==> config.mk <==
export PLATFORM = sky130hd
export DESIGN_NAME = http_header_line_parser
export DESIGN_NICKNAME = d
export VERILOG_FILES = /design/src/rtl/hhlp_pkg.sv /design/src/rtl/hhlp_classify.sv /design/src/rtl/hhlp_core.sv /design/src/rtl/http_header_line_parser.sv
export SDC_FILE = /design/constraint.sdc
export NUM_CORES = 1
export LEC_CHECK = 0
export ABC_AREA = 1
export BUFFER_PORTS_ARGS = -buffer_cell sky130_fd_sc_hd__buf_2
export CORE_MARGIN = 2
export CORE_UTILIZATION = 50
export DETAILED_ROUTE_END_ITERATION = 8
export GPL_TIMING_DRIVEN = 0
export PLACE_DENSITY = 0.82
export SETUP_SLACK_MARGIN = 0.2
export SLEW_MARGIN = 25
export SYNTH_ARGS = -nofsm -noshare
export SYNTH_HDL_FRONTEND = slang
export SYNTH_SLANG_ARGS = --single-unit
==> constraint.sdc <==
create_clock -name clk -period 9.38 [get_ports clk]
set_input_delay 1.407 -clock clk [delete_from_list [all_inputs] [get_ports clk]]
set_output_delay 1.407 -clock clk [all_outputs]
set_load 0.03 [all_outputs]
==> src/rtl/hhlp_pkg.sv <==
`default_nettype none

package hhlp_pkg;

  localparam int LengthMax = 8191;
  localparam int CountW    = $clog2(LengthMax + 1);
  localparam int LenW      = 13;

  localparam logic [7:0] ChCr    = 8'h0D;
  localparam logic [7:0] ChLf    = 8'h0A;
  localparam logic [7:0] ChColon = 8'h3A;
  localparam logic [7:0] ChSpace = 8'h20;
  localparam logic [7:0] ChTab   = 8'h09;
  localparam logic [7:0] ChLow   = 8'h21;
  localparam logic [7:0] ChHigh  = 8'h7E;

  typedef enum logic [2:0] {
    PH_START,
    PH_NAME,
    PH_COLON,
    PH_GAP,
    PH_VALUE,
    PH_WAITLF,
    PH_SKIP,
    PH_DONE
  } phase_t;

  typedef enum logic [1:0] {
    ROLE_IGNORED,
    ROLE_NAME,
    ROLE_VALUE,
    ROLE_DELIM
  } role_t;

  typedef enum logic [2:0] {
    EV_NONE,
    EV_LINE_DONE,
    EV_HDRS_DONE,
    EV_LINE_ERROR,
    EV_INCOMPLETE
  } event_t;

  typedef struct packed {
    logic       command;
    logic [7:0] data_byte;
  } hdr_item_t;

  typedef struct packed {
    role_t           byte_role;
    event_t          event_res;
    logic [LenW-1:0] name_length;
    logic [LenW-1:0] value_length;
  } res_item_t;

  typedef struct packed {
    logic zero;
    logic name;
    logic vchar;
    logic gap;
    logic cr;
    logic lf;
    logic colon;
  } class_t;

endpackage

`default_nettype wire

==> src/rtl/hhlp_classify.sv <==
`default_nettype none

module hhlp_classify (
  input  wire logic [7:0]      data_byte,
  output hhlp_pkg::class_t     cls
);

  logic vchar;

  // printable range; every printable byte but the colon is a token byte
  assign vchar = (data_byte >= hhlp_pkg::ChLow) && (data_byte <= hhlp_pkg::ChHigh);

  always_comb begin
    cls       = '0;
    cls.zero  = (data_byte == 8'h00);
    cls.vchar = vchar;
    cls.colon = (data_byte == hhlp_pkg::ChColon);
    cls.name  = vchar && (data_byte != hhlp_pkg::ChColon);
    cls.gap   = (data_byte == hhlp_pkg::ChSpace) || (data_byte == hhlp_pkg::ChTab);
    cls.cr    = (data_byte == hhlp_pkg::ChCr);
    cls.lf    = (data_byte == hhlp_pkg::ChLf);
  end

endmodule

`default_nettype wire

==> src/rtl/hhlp_core.sv <==
`default_nettype none

module hhlp_core (
  input  wire logic              clk,
  input  wire logic              rst,
  input  wire logic              advance,
  input  wire logic              command,
  input  hhlp_pkg::class_t       cls,
  output hhlp_pkg::res_item_t    res_item
);

  hhlp_pkg::phase_t                 phase, phase_next, ph_step;
  logic [hhlp_pkg::CountW-1:0]      name_count, name_count_next, nc_step;
  logic [hhlp_pkg::CountW-1:0]      value_count, value_count_next, vc_step;
  hhlp_pkg::role_t                  role_raw;
  logic                             line_done, err, incomplete;

  function automatic logic [hhlp_pkg::CountW-1:0] bump(
    input logic [hhlp_pkg::CountW-1:0] n
  );
    logic [hhlp_pkg::CountW-1:0] top;
    top = hhlp_pkg::CountW'(hhlp_pkg::LengthMax);
    return (n < top) ? n + 1'b1 : top;
  endfunction

  // per-byte decision
  always_comb begin
    role_raw   = hhlp_pkg::ROLE_IGNORED;
    line_done  = 1'b0;
    err        = 1'b0;
    incomplete = 1'b0;
    ph_step    = phase;
    nc_step    = name_count;
    vc_step    = value_count;
    if (command) begin
      ph_step = hhlp_pkg::PH_START;
      nc_step = '0;
      vc_step = '0;
    end else if (phase == hhlp_pkg::PH_DONE) begin
      ph_step = phase;
    end else if (cls.zero) begin
      incomplete = 1'b1;
    end else begin
      case (phase)
        hhlp_pkg::PH_START: begin
          if (cls.name) begin
            ph_step  = hhlp_pkg::PH_NAME;
            nc_step  = hhlp_pkg::CountW'(1);
            vc_step  = '0;
            role_raw = hhlp_pkg::ROLE_NAME;
          end else if (cls.cr || cls.lf) begin
            ph_step  = hhlp_pkg::PH_DONE;
            role_raw = hhlp_pkg::ROLE_DELIM;
          end else begin
            err = 1'b1;
          end
        end
        hhlp_pkg::PH_NAME: begin
          if (cls.name) begin
            nc_step  = bump(name_count);
            role_raw = hhlp_pkg::ROLE_NAME;
          end else if (cls.colon) begin
            ph_step  = hhlp_pkg::PH_COLON;
            role_raw = hhlp_pkg::ROLE_DELIM;
          end else begin
            err = 1'b1;
          end
        end
        hhlp_pkg::PH_COLON, hhlp_pkg::PH_GAP: begin
          if (phase == hhlp_pkg::PH_COLON && cls.colon) begin
            role_raw = hhlp_pkg::ROLE_DELIM;
          end else if (cls.gap) begin
            ph_step  = hhlp_pkg::PH_GAP;
            role_raw = hhlp_pkg::ROLE_DELIM;
          end else if (cls.vchar) begin
            ph_step  = hhlp_pkg::PH_VALUE;
            vc_step  = hhlp_pkg::CountW'(1);
            role_raw = hhlp_pkg::ROLE_VALUE;
          end else if (cls.cr) begin
            ph_step  = hhlp_pkg::PH_WAITLF;
            role_raw = hhlp_pkg::ROLE_DELIM;
          end else if (cls.lf) begin
            role_raw  = hhlp_pkg::ROLE_DELIM;
            line_done = 1'b1;
          end else begin
            err = 1'b1;
          end
        end
        hhlp_pkg::PH_VALUE: begin
          if (cls.vchar || cls.gap) begin
            vc_step  = bump(value_count);
            role_raw = hhlp_pkg::ROLE_VALUE;
          end else if (cls.cr) begin
            ph_step  = hhlp_pkg::PH_WAITLF;
            role_raw = hhlp_pkg::ROLE_DELIM;
          end else if (cls.lf) begin
            role_raw  = hhlp_pkg::ROLE_DELIM;
            line_done = 1'b1;
          end else begin
            err = 1'b1;
          end
        end
        hhlp_pkg::PH_WAITLF: begin
          if (cls.lf) begin
            role_raw  = hhlp_pkg::ROLE_DELIM;
            line_done = 1'b1;
          end else begin
            err = 1'b1;
          end
        end
        default: begin
          if (cls.lf) begin
            ph_step  = hhlp_pkg::PH_START;
            role_raw = hhlp_pkg::ROLE_DELIM;
          end
        end
      endcase
    end
  end

  // next state
  always_comb begin
    phase_next       = ph_step;
    name_count_next  = nc_step;
    value_count_next = vc_step;
    if (line_done || err) begin
      name_count_next  = '0;
      value_count_next = '0;
      phase_next       = (err && !cls.lf) ? hhlp_pkg::PH_SKIP : hhlp_pkg::PH_START;
    end
  end

  // outputs
  always_comb begin
    res_item              = '0;
    res_item.byte_role    = err ? hhlp_pkg::ROLE_IGNORED : role_raw;
    res_item.event_res    = hhlp_pkg::EV_NONE;
    if (line_done) begin
      res_item.event_res    = hhlp_pkg::EV_LINE_DONE;
      res_item.name_length  = hhlp_pkg::LenW'(name_count);
      res_item.value_length = hhlp_pkg::LenW'(value_count);
    end else if (err) begin
      res_item.event_res = hhlp_pkg::EV_LINE_ERROR;
    end else if (incomplete) begin
      res_item.event_res = hhlp_pkg::EV_INCOMPLETE;
    end else if (!command && phase == hhlp_pkg::PH_START && ph_step == hhlp_pkg::PH_DONE) begin
      res_item.event_res = hhlp_pkg::EV_HDRS_DONE;
    end
  end

  always_ff @(posedge clk) begin
    if (rst) begin
      phase       <= hhlp_pkg::PH_START;
      name_count  <= '0;
      value_count <= '0;
    end else if (advance) begin
      phase       <= phase_next;
      name_count  <= name_count_next;
      value_count <= value_count_next;
    end
  end

endmodule

`default_nettype wire

==> src/rtl/http_header_line_parser.sv <==
`default_nettype none

// HTTP header line parser. Takes one header byte per item and returns one
// result item per byte: the byte's role, a line event, and on a finished line
// its name and value lengths (saturating). One item per cycle sustained while
// the result side is ready; each item waits in the input register, where the
// phase machine and its two counters update, and then sits in the result
// register until taken.

module http_header_line_parser (
  input  wire logic                 clk,
  input  wire logic                 rst,
  input  wire logic                 hdr_valid,
  output      logic                 hdr_ready,
  input  hhlp_pkg::hdr_item_t       hdr,
  output      logic                 res_valid,
  input  wire logic                 res_ready,
  output hhlp_pkg::res_item_t       res
);

  logic                 s1_valid;
  hhlp_pkg::hdr_item_t  s1_item;
  logic                 advance;
  hhlp_pkg::class_t     cls;
  hhlp_pkg::res_item_t  res_next;

  assign advance   = s1_valid && (!res_valid || res_ready);
  assign hdr_ready = !s1_valid || advance;

  always_ff @(posedge clk) begin
    if (rst) begin
      s1_valid <= 1'b0;
    end else if (hdr_ready) begin
      s1_valid <= hdr_valid;
    end
  end

  always_ff @(posedge clk) begin
    if (hdr_ready && hdr_valid) begin
      s1_item <= hdr;
    end
  end

  hhlp_classify u_classify (
    .data_byte (s1_item.data_byte),
    .cls       (cls)
  );

  hhlp_core u_core (
    .clk      (clk),
    .rst      (rst),
    .advance  (advance),
    .command  (s1_item.command),
    .cls      (cls),
    .res_item (res_next)
  );

  always_ff @(posedge clk) begin
    if (rst) begin
      res_valid <= 1'b0;
    end else if (advance) begin
      res_valid <= 1'b1;
    end else if (res_ready) begin
      res_valid <= 1'b0;
    end
  end

  always_ff @(posedge clk) begin
    if (advance) begin
      res <= res_next;
    end
  end

endmodule

`default_nettype wire

Word-level counts from Yosys, hierarchy flattened
Cells that the tools add are included.

Equal/unequal tests: 21. Add/subtract/negate cells: 2. Muxes and demuxes: 78. Reduce and logical (&&, ||, !) cells: 28. $lt $le $gt $ge: 4.

Operators by type and width (count): two-way mux 13 bit (17); two-way mux 3 bit (16); one-hot mux 13 bit (3 select lines) (1); two-way mux 1 bit (27); adder 13 x 1 -> 13 bit (second input constant) (2); less-than comparator 13 bit (second input constant) (2); one-hot mux 13 bit (2 select lines) (1); equality test 8 x 4 -> 1 bit (second input constant) (3); two-way mux 2 bit (12); equality test 8 x 6 -> 1 bit (second input constant) (2); one-hot mux 3 bit (5 select lines) (1); equality test 3 bit (second input constant) (4); != test 4 x 3 -> 1 bit (second input constant) (3); AND reduction 9 bit (1); >= comparator 8 x 6 -> 1 bit (second input constant) (1); less-or-equal comparator 8 x 7 -> 1 bit (second input constant) (1); logical AND 1 bit (8); zero test 8 bit (1); != test 4 bit (second input constant) (2); != test 8 x 6 -> 1 bit (second input constant) (1); one-hot mux 2 bit (4 select lines) (1); equality test 3 x 2 -> 1 bit (second input constant) (2); logical OR 1 bit (6); AND reduction 6 bit (1); other kinds (13) (17).

Register bits: 71. Output and inout port bits: 33. Logic and storage cells: 145. Input port bits: 13.

Longest topological paths before layout
Depth after elaboration: 14. Depth in mapped cells: 18. Gate-level depth less buffers: 17.

Hierarchy
Synthesis repeated with hierarchy kept, for this count alone.

Cells, all modules: 534. Area total of the unflattened synthesis: 4098.9 µm².

By module, submodules not included: hhlp_core (area an instance 2645.0 µm², cells an instance 445, sequential area each 580.6 µm², times used 1); http_header_line_parser (area an instance 1292.5 µm², cells an instance 52, sequential area each 1241.2 µm², times used 1); hhlp_classify (area an instance 161.4 µm², cells an instance 37, sequential area each 0.0 µm², times used 1).

Least setup slack after synthesis
OpenSTA, ideal clock, no wires.

Kind: input to register. From: input res_ready. To: register u_core.value_count[5] (netlist bit). Data required time: 9266 ps. Setup time: 114 ps. Stages: 8. Path buffers: 1. Setup slack: 5299 ps. Arrival time: 3967 ps. Cells stage by stage: inv_1 > a21oi_1 > nand2_4 > inv_4 > nand2_8 > buf_12 > nor2_1 > nor2_2.

Word-level cells in the longest chain between the ends: 3.

RTL lines: from (decl) (line http_header_line_parser.sv:17) `input wire logic res_ready,`; logical OR 1 bit (line http_header_line_parser.sv:27) `assign advance = s1_valid && (!res_valid || res_ready);`; logical AND 1 bit (line http_header_line_parser.sv:27); via advance (line http_header_line_parser.sv:23) `logic advance;`; AND reduction 9 bit (no line); to (signal assigned) (line hhlp_core.sv:159) `value_count <= value_count_next;`; to (decl) (line hhlp_core.sv:14) `logic [hhlp_pkg::CountW-1:0] value_count, value_count_next, vc_step;`.

The timed path passes the listed nets, and every way through them passes these cells. A chain may end at the register's enable or synchronous reset.

Worst setup path in the final report
From: input res_ready. To: output hdr_ready.

Word-level cells in the longest chain between the ends: 3.

RTL lines: logical OR 1 bit (line http_header_line_parser.sv:27); logical AND 1 bit (line http_header_line_parser.sv:27); logical OR 1 bit (line http_header_line_parser.sv:28) `assign hdr_ready = !s1_valid || advance;`; to (decl) (line http_header_line_parser.sv:14) `output logic hdr_ready,`.

Every way passes these cells.

==> results.md <==
* Library cell used as clock root buffer: clkbuf_8
* Measured slew at the worst slew-check pin at about 0.68 ns
* CP max stage delay at 0.20 ns
* Kind of cell with the highest combined delay on the critical path: buffers and inverters
* Timing-limited maximum frequency at about 300 MHz
* Total vias in the final route at approximately 3700
* Synthesized area at between 0.004 and 0.005 sq mm
* Status: finished, final reports clean
* Area occupied by multi-input gates at between 0.0015 and 0.002 sq mm
* Top-Level Pins at 46
* Maximum VDD drop at between 0.07 and 0.08 mV
* Core Footprint at around 0.008 sq mm
* Count of different cell masters after synthesis at 39
* TritonCTS clock tree: yes
* Total gr overflow at 0
* Filler-free cell count of the finished design at 715
* Floorplan die height at between 90 and 100 um
* CP max-delay cell: buf_2
* Worst max-slew margin expressed relative to the limit at approximately 54%
* Final antenna diode count at 0
* Post-synth EDFFs at 40
* Max cap viols at 0
* Summed negative setup slack over all endpoints at 0 ns
* H-tree level count at 3
* Final layout net count at between 600 and 700
* Count of warnings emitted by yosys at 0
* Worst Hold Launch: u_core.name_count[12]$_SDFFE_PP0P_
* Register-to-Register Setup Slack at about 7.2 ns
* Ratio of cells with drive above 1 in the final layout at 21.1%
* Endpoint arrival time on the critical path at about 1.9 ns
* Number of clock sinks seen by CTS at 71
* Std cell rows at 33
* Cell count after placement at roughly 700
* Async S/R FF share, synth at 0%
* Most repeated library cell on the critical path: buf_2
* Port-buffer cells at 45
* First-pass DRT Iterations at 5
* Kind of launch point of the worst setup path: input port
* All-Layer GR Usage at between 20% and 30%
* DRC marker count from the first detailed-route iteration at approximately 250
* Worst clock skew at 0.00813 ns
* Time the worst path needs with I/O delays and setup at approximately 3.3 ns
* Final Wtd Congestion at 0.879
* Number of nets produced by synthesis at ~560
* Share of the cycle needed by the critical path after routing at 35.7%
* Leak at 2.04 nW
* Number of gates resized after CTS at 0
* Antenna violations before repair at 0
* Via count of the first global-routing pass at 3559
* Worst path required time at roughly 8 ns
* Most instantiated flip-flop cell in the synthesis netlist: edfxtp_1
* Post-DR wirelength/cell at around 13 um
* Worst flop-to-flop path startpoint: s1_item[4]$_DFFE_PP_
* Critical path endpoint category: output port
* Number of instances in the synthesized netlist at around 550
* Syn avg cell area at approximately 7.5 sq um
* Maximum number of pins on one net before global-route repair at 21
* Pwr dens at around 160 mW/mm^2
* Count of final setup violators at 0
* Synthesis-stage register bit count at a little over 70
* Per-cell via count in the routed design at around 5.2
* Remaining DRCs at 0
* RSZ-0062 raised after global routing: false
* Syn-to-layout area delta at 14.3%
* Source of the critical timing path: res_ready
* Source-to-sink clock delay at the later pin of the worst-skew pair at 0.35 ns
* Global-route wire length before repair at approximately 15 mm
* Total die area at around 0.009 sq mm
* Sequential cell area in the final layout at roughly 0.0018 sq mm
* Number of post-CTS setup repair buffers at 0
* Critical path fanouts, max at 3
* CP Cell Sequence: buf_2 > inv_1 > nand3_1 > buf_2
* Post-route ant nets at 0
* Routed wire length at a little over 9 mm
* Half-perimeter wire length of the detailed placement result at about 6.5 mm
* Horizontal die dimension at approximately 95 um
* Total buffers and inverters traversed by the critical path at 3
* Number of pins exceeding their max-slew limit in the final report at 0
* Hold_buf cts at 0
* Filler instances at 718
* Clock-pin slew on the worst setup and hold paths at 0.08 ns
* Clock tree buffer depth at 2
* Category of the critical setup timing path: in2out
* Number of hold violations in the final report at 0
* Tightest Hold Check Type: reg2reg
* Proportion of synthesized chip area in sequential cells at 44.1%
* CTS buffer count at 9
* Initial standard-cell utilization of the core at about half
-- state kept, by name, indices dropped and copies added, names as in the netlist --
name	flops
res_valid	1
res	31
u_core.value_count	13
s1_valid	1
u_core.name_count	13
u_core.phase	3
s1_item	9
-- metal layers --
| metal | up-vias | GRT usage [%] | wire [um] |
|---|---|---|---|
| met4 | 0 | 10.1 | 192 |
| met2 | 139 | 36.6 | 4420 |
| met5 | - | 0 | 0 |
| met1 | 1700 | 26.4 | 3890 |
| met3 | 22 | 4.15 | 545 |
| li1 | 1856 | - | - |
-- cells in the mapped netlist, drive strengths merged, types with 3 or more instances --
cell / instances / area (sq um)
nand2: 140 / 612
nor2: 115 / 497
inv: 74 / 285
edfxtp: 40 / 1200
nand3: 39 / 220
dfxtp: 31 / 621
a21oi: 25 / 125
o21ai: 22 / 110
xor2: 14 / 123
nor3: 12 / 65.1
buf: 11 / 108
nand4: 6 / 37.5
a31oi: 3 / 18.8
clkbuf: 3 / 11.3
clkinv: 3 / 12.5
-- cell type report --
class	count	share of cell area, %
clock buffer	9	2.62
multi-input combinational	386	40.3
timing repair buffer	46	5.35
buffer	14	2.52
tap	105	2.78
inverter	77	6.31
clock inverter	7	1.51
sequential	71	38.6
-- worst paths after layout --
kind / to / cells past startpoint
max: hdr_ready / 4
min: u_core.name_count[12]$_SDFFE_PP0P_ / 2
max reg2reg: u_core.value_count[5]$_SDFFE_PP0P_ / 15
min reg2reg: u_core.name_count[12]$_SDFFE_PP0P_ / 2
-- power breakdown --
| part | switching, mW | total, mW | internal (mW) |
|---|---|---|---|
| Clock | 0.123 | 0.247 | 0.123 |
| Sequential | 0.0161 | 0.364 | 0.348 |
| Combinational | 0.0917 | 0.138 | 0.0459 |
| Total | 0.231 | 0.748 | 0.517 |
-- metrics by stage --
step / setup slack (ns) / instance area [sq um] / total power [mW] / util (%) / hold WS [ns]
after global routing: 6.00 / 4720 / 0.785 / 58.3 / 0.552
after detailed placement: 6.04 / 4530 / 0.506 / 55.9 / 0.494
after global placement: 4.20 / 4490 / 0.499 / 55.5 / 0.457
after floorplan: 5.30 / 4130 / 0.473 / - / 0.445
after CTS: 6.03 / 4720 / 0.751 / 58.3 / 0.507
final: 6.03 / 4720 / 0.748 / 58.3 / 0.509
-- worst min-delay path: stages, from the launching register on --
cell and delay (ns):
dfxtp_1 0.33, nor2_1 0.10, nor2_1 0.05
-- layout by cell type, fill, tap and decap left out, types with 10 or more instances in the layout --
cell | synthesis | routed
a21oi_1 | 25 | 24
buf_2 | 1 | 46
dfxtp_1 | 31 | 31
edfxtp_1 | 40 | 40
inv_1 | 58 | 58
inv_2 | 14 | 14
nand2_1 | 123 | 123
nand2_2 | 10 | 10
nand3_1 | 34 | 34
nor2_1 | 97 | 97
nor2_2 | 14 | 14
nor3_1 | 11 | 11
o21ai_0 | 21 | 21
xor2_1 | 14 | 14
-- logic make-up after synthesis --
logic type	after synthesis	share of synthesized area, %
AND/OR/NAND/NOR	314	35.0
buffers and inverters	91	10.1
flip-flops	71	44.1
AO/OA/AOI/OAI	55	7.06
XOR/XNOR	15	3.18
adder cells (fa/ha/maj)	2	0.606
Power figures use the tool's default switching activity.
